`src/sv/sls_pkg.sv`:
```
package sls_pkg;

  localparam int unsigned MaxThreads = 16;
  localparam int unsigned Lanes      = (MaxThreads < 16) ? MaxThreads : 16;
  localparam int unsigned ThrW       = 4;

  typedef enum logic [2:0] {
    ST_IDLE,
    ST_SETUP,
    ST_DIV1,
    ST_DIV2,
    ST_PREP,
    ST_GEN,
    ST_EMIT
  } sls_state_e;

endpackage

```
`src/sv/sls_div.sv`:
```
module sls_div (
  input  logic        clk_i,
  input  logic        rst_ni,
  input  logic        start_i,
  input  logic [33:0] dividend_i,
  input  logic [31:0] divisor_i,
  output logic        busy_o,
  output logic [33:0] quot_o,
  output logic [31:0] rem_o
);
  import sls_pkg::*;

  logic [5:0]  cnt_q, cnt_d;
  logic [33:0] q_q, q_d;
  logic [32:0] r_q, r_d;
  logic [31:0] dv_q, dv_d;
  logic [32:0] trial;

  always_comb begin
    cnt_d = cnt_q;
    q_d   = q_q;
    r_d   = r_q;
    dv_d  = dv_q;
    trial = '0;
    if (start_i) begin
      cnt_d = 6'd34;
      q_d   = dividend_i;
      r_d   = '0;
      dv_d  = divisor_i;
    end else if (cnt_q != '0) begin
      trial = {r_q[31:0], q_q[33]};
      if (trial >= {1'b0, dv_q}) begin
        r_d = trial - {1'b0, dv_q};
        q_d = {q_q[32:0], 1'b1};
      end else begin
        r_d = trial;
        q_d = {q_q[32:0], 1'b0};
      end
      cnt_d = cnt_q - 6'd1;
    end
  end

  always_ff @(posedge clk_i or negedge rst_ni) begin
    if (!rst_ni) begin
      cnt_q <= '0;
    end else begin
      cnt_q <= cnt_d;
    end
  end

  always_ff @(posedge clk_i) begin
    q_q  <= q_d;
    r_q  <= r_d;
    dv_q <= dv_d;
  end

  assign busy_o = (cnt_q != '0);
  assign quot_o = q_q;
  assign rem_o  = r_q[31:0];
endmodule

```
`config.mk`:
```
export PLATFORM = sky130hd
export DESIGN_NAME = sls_div
export DESIGN_NICKNAME = d
export VERILOG_FILES = /design/src/sv/sls_pkg.sv /design/src/sv/sls_div.sv
export SDC_FILE = /design/constraint.sdc
export NUM_CORES = 1
export LEC_CHECK = 0
export BUFFER_PORTS_ARGS = -buffer_cell sky130_fd_sc_hd__buf_4
export CAP_MARGIN = 25
export CORE_ASPECT_RATIO = 1.2
export CORE_MARGIN = 4
export CORE_UTILIZATION = 50
export DETAILED_ROUTE_END_ITERATION = 6
export GPL_ROUTABILITY_DRIVEN = 0
export MAX_ROUTING_LAYER = met4
export PLACE_DENSITY_LB_ADDON = 0.05
export SLEW_MARGIN = 20
export SYNTH_ARGS = -nofsm -noshare
export SYNTH_HDL_FRONTEND = slang
export SYNTH_SLANG_ARGS = --single-unit
```
`constraint.sdc`:
```
create_clock -name clk_i -period 3.4 [get_ports clk_i]
set_input_delay 0.34 -clock clk_i [delete_from_list [all_inputs] [get_ports clk_i]]
set_output_delay 0.34 -clock clk_i [all_outputs]
set_load 0.01 [all_outputs]
```
# Word level (Yosys, flattened, before mapping)

Index checks and enable logic that the tools add are counted.

Register bits after elaboration: 104
Output and inout bits: 67
Logic and storage cells: 15

Add/sub/neg operators: 2
Order comparisons: 1
Multiplexer cells: 6
Reductions and logical operators: 2

Operators with widths:

| operator                                                           | number |
|---|---|
| 34-bit 2-to-1 mux                                                  | 2 |
| 33-bit by 32-bit >= comparator with 1-bit output                   | 1 |
| 32-bit 2-to-1 mux                                                  | 1 |
| 32-bit subtractor                                                  | 1 |
| 6-bit 2-to-1 mux                                                   | 2 |
| 6-bit nonzero test                                                 | 1 |
| 6-bit by 1-bit subtractor with 6-bit output, second input constant | 1 |
| 2-bit nonzero test                                                 | 1 |
| 1-bit 2-to-1 mux                                                   | 1 |

# Depth between registers and ports, before layout

Depth in word-level cells: 4
Gate-level depth with buffers: 12
Gate-level depth less buffers: 11

# Worst setup path before layout

Ideal clock, no wire load.

Path type: reg-to-reg
From: register r_q[17]
To: register r_q[6]
Setup time: 0.079 ns
Data arrival time: 2.915 ns
Data required time: 3.321 ns
Path slack: 0.406 ns
Stages on the path, launching flop included: 12
Clock period less this slack: 2.994 ns
Cell sequence: dfxtp_1 > ha_1 > buf_2 > a211o_1 > a2111oi_4 > nor3_1 > and3b_1 > a311o_1 > a21o_1 > buf_6 > mux2_4 > a211oi_2

Longest elaborated chain between the ends: 2

Ends and longest elaborated chain:

| element                                          | RTL line      | RTL |
|---|---|---|
| from (decl)                                      | sls_div.sv:15 | `logic [32:0] r_q, r_d;` |
| from (signal assigned)                           | sls_div.sv:53 | `r_q <= r_d;` |
| 33-bit by 32-bit >= comparator with 1-bit output | sls_div.sv:32 | `if (trial >= {1'b0, dv_q}) begin` |
| 32-bit 2-to-1 mux                                | sls_div.sv:32 |  |

Every way passes these cells.
A chain may end at the register's enable or synchronous reset.

# Final worst setup path

From: register dv_q[1]
To: register r_q[6]

Longest elaborated chain between the ends: 2
Elaborated cells between the ends (all ways): 3
Those cells by class: add/sub (1); order compare (1); mux (1)

Ends and longest elaborated chain:

| element                                                                                      | RTL line                     | RTL |
|---|---|---|
| from (decl)                                                                                  | sls_div.sv:16                | `logic [31:0] dv_q, dv_d;` |
| from (signal assigned)                                                                       | sls_div.sv:54                | `dv_q <= dv_d;` |
| 32-bit subtractor / 33-bit by 32-bit >= comparator with 1-bit output (equally long branches) | sls_div.sv:33, sls_div.sv:32 |  |
| 32-bit 2-to-1 mux (*)                                                                        | sls_div.sv:32                |  |

Every way passes the cells marked *; elsewhere a longest branch is shown, timed or not.

==> reports/qor.txt <==
remaining antenna violation count: 0
pre-CTS setup slack: 0.0757 ns
share of layout cells above drive strength 1: 28.9%
drt total wl: 15,600 um
top cells by area, synth: edfxtp_1 (32%), dfxtp_1 (10%), ha_1 (6.7%)
CTS Sinks: 104
Worst setup EP type: register
Tmin final: 3.13 ns
Yosys cell types: 63
Yosys Warn Count: 0
Die Wd: 109 um
Max Freq: 319 MHz
flops & latches, synth: 104
ANT cells: 0
Area Overhead vs Synth: 26.2%
most frequent cells after synthesis: edfxtp_1 (66), nor2_1 (59), inv_1 (47), nand2_1 (44), mux2_2 (36)
die area: 14,200 um2
largest net degree at the start of global routing: 65
final total power: 6.26 mW
Final WS setup: 0.268 ns
first-pass GRT wire length: 25,000 um
worst skew pair latency: 0.36 ns
htree depth: 3
most common cell in the synthesized netlist: edfxtp_1
Power Density: 806 nW/um2
Worst Hold Class: in2reg
row cnt: 44
maximum VDD drop: 0.329 mV
utilization after layout: 64.4%
crit path cell chain: inv_1, ha_1, nor2b_1, o2111a_1, o211ai_1, a31oi_2, a311o_1, a21o_1, buf_12, mux2_4, a211oi_2
R2R cell count: 11
Die Span Y: 130 um
WHS: 0.154 ns
HPWL after DPL: 11,800 um
CTS max path bufs: 2
Setup-failing EPs final: 0
Vias: 5,153
setup TNS: 0 ns
design area: 7770 um2
DRC: 0
Max Fanout on Critical Path: 8
register area share after synthesis: 45.1%
starting density of the core: 51.0%
Critical Path RT: 3.68 ns
Worst-Margin Slew: 0.657 ns
Mapped Avg Cell Area: 10.1 um2
Seq. cell area: 2770 um2
Pins Over Slew Limit: 0
worst hold path depth: 1
Slew Limit Headroom: 56.2%
antenna violations before repair: 0
startpoint types: register
leading area contributor after synthesis: edfxtp_1
vias per cell: 5.66
area of the multi-input gates: 3120 um2
nets: 848
Crit-path slowest cell: edfxtp_1
vias in the first global route: 5,222
ys async rst share: 5.77%
status: finished clean
Netlist Area Pre-Place: 6150 um2
Port Buffer Count: 135
Finished Layout Cells: 911
total track usage: 23.0%
Placed Area: 7400 um2
number of synthesized flops with an enable pin: 66
arrival time at the worst endpoint: 3.41 ns
max incr delay on CP: 0.42 ns
Core ar.: 12,100 um2
DRT Pass-1 Iters: 5
Fin. Hold Viols: 0
max cap viols: 0
synthesized net count: 710
total CTS buffers: 9
total I/O pin count: 136
initial DRC count: 370
Avg WL per Cell: 17.1 um
total grt overflow: 0
Mapped Cells: 607
Synth Flop Type: edfxtp_1
fillers: 1,023
CTS tree: done
CTS root buf: clkbuf_16
Final period util: 92.1%
Leak: 3.51 nW
critical path type: reg2reg
Yosys top cell area share: 32.2%
Placed Instances: 892
Clock Skew: 0.00710 ns
Clock transition at path regs: 0.07 ns
## layout make-up
type | count | area share [%]
Clock inverter | 3 | 0.612
Clock buffer | 13 | 3.35
Timing Repair Buffer | 157 | 15.4
Tap cell | 161 | 2.59
Inverter | 47 | 2.27
Sequential cell | 104 | 35.7
Multi-Input combinational cell | 426 | 40.1
## worst max-delay path: cells and delay by family, from the launching register on
| kind | cells | cell delay, ns |
|---|---|---|
| buf+inv | 2 | 0.28 |
| compound gates | 6 | 1.68 |
| mux | 1 | 0.29 |
| fa+ha+maj | 1 | 0.23 |
| flops | 1 | 0.42 |
| simple gates | 1 | 0.15 |
## layout by cell type, fill, tap and decap left out, types with 12 or more instances in the layout
| cell type | netlist | layout |
|---|---|---|
| buf_4 | 0 | 155 |
| edfxtp_1 | 66 | 66 |
| nor2_1 | 59 | 59 |
| inv_1 | 47 | 47 |
| nand2_1 | 44 | 44 |
| mux2_2 | 36 | 36 |
| ha_1 | 33 | 33 |
| dfxtp_1 | 32 | 32 |
| a21oi_1 | 32 | 31 |
| a211oi_1 | 26 | 26 |
| mux2i_1 | 25 | 25 |
| o21ai_0 | 21 | 21 |
| nand3_1 | 15 | 15 |
| xnor2_1 | 14 | 14 |
| a21o_1 | 12 | 12 |
## registers in the layout (all words and copies together), names as in the netlist
signal / flops
cnt_q: 6
quot_o: 34
r_q: 32
dv_q: 32
## power breakdown
group	switching [mW]	internal, mW	total [mW]
clock	0.473	0.616	1.09
sequential	0.246	1.63	1.88
combinational	1.76	1.53	3.29
total	2.48	3.78	6.26
## metal layers
| layer | vias up | part of all wire, % | track usage (%) |
|---|---|---|---|
| li1 | 2505 | - | - |
| met1 | 2414 | 41 | 27.5 |
| met2 | 199 | 49 | 37.7 |
| met3 | 35 | 7.0 | 4.93 |
| met4 | 0 | 2.8 | 9.76 |
| met5 | - | 0 | - |
## timing repair
action	4_1_cts	5_1_grt
hold endpoints to repair	6	0
gates resized for setup	0	5
buffers inserted	0	2
hold buffers	1	0
endpoints found under the setup margin	0	5
## path summary, 6_finish.rpt
check	end	start	slack [ns]
min in group asynchronous	cnt_q[3]	rst_ni	0.32
setup / recovery	r_q[6]	dv_q[1]	0.27
setup reg to reg	r_q[6]	dv_q[1]	0.27
hold reg to reg	r_q[28]	r_q[28]	0.52
hold / removal	dv_q[12]	divisor_i[12]	0.15
max in group asynchronous	cnt_q[5]	rst_ni	2.96
## kinds of logic after synthesis
family / count (synthesis) / synth area share [%]
buf+inv: 77 / 4.88
compound gates: 145 / 16.8
xor+xnor: 22 / 3.13
mux: 62 / 10.9
simple gates: 163 / 12.2
fa+ha+maj: 34 / 7.04
flops: 104 / 45.1
(Power assumes the default switching activity.)
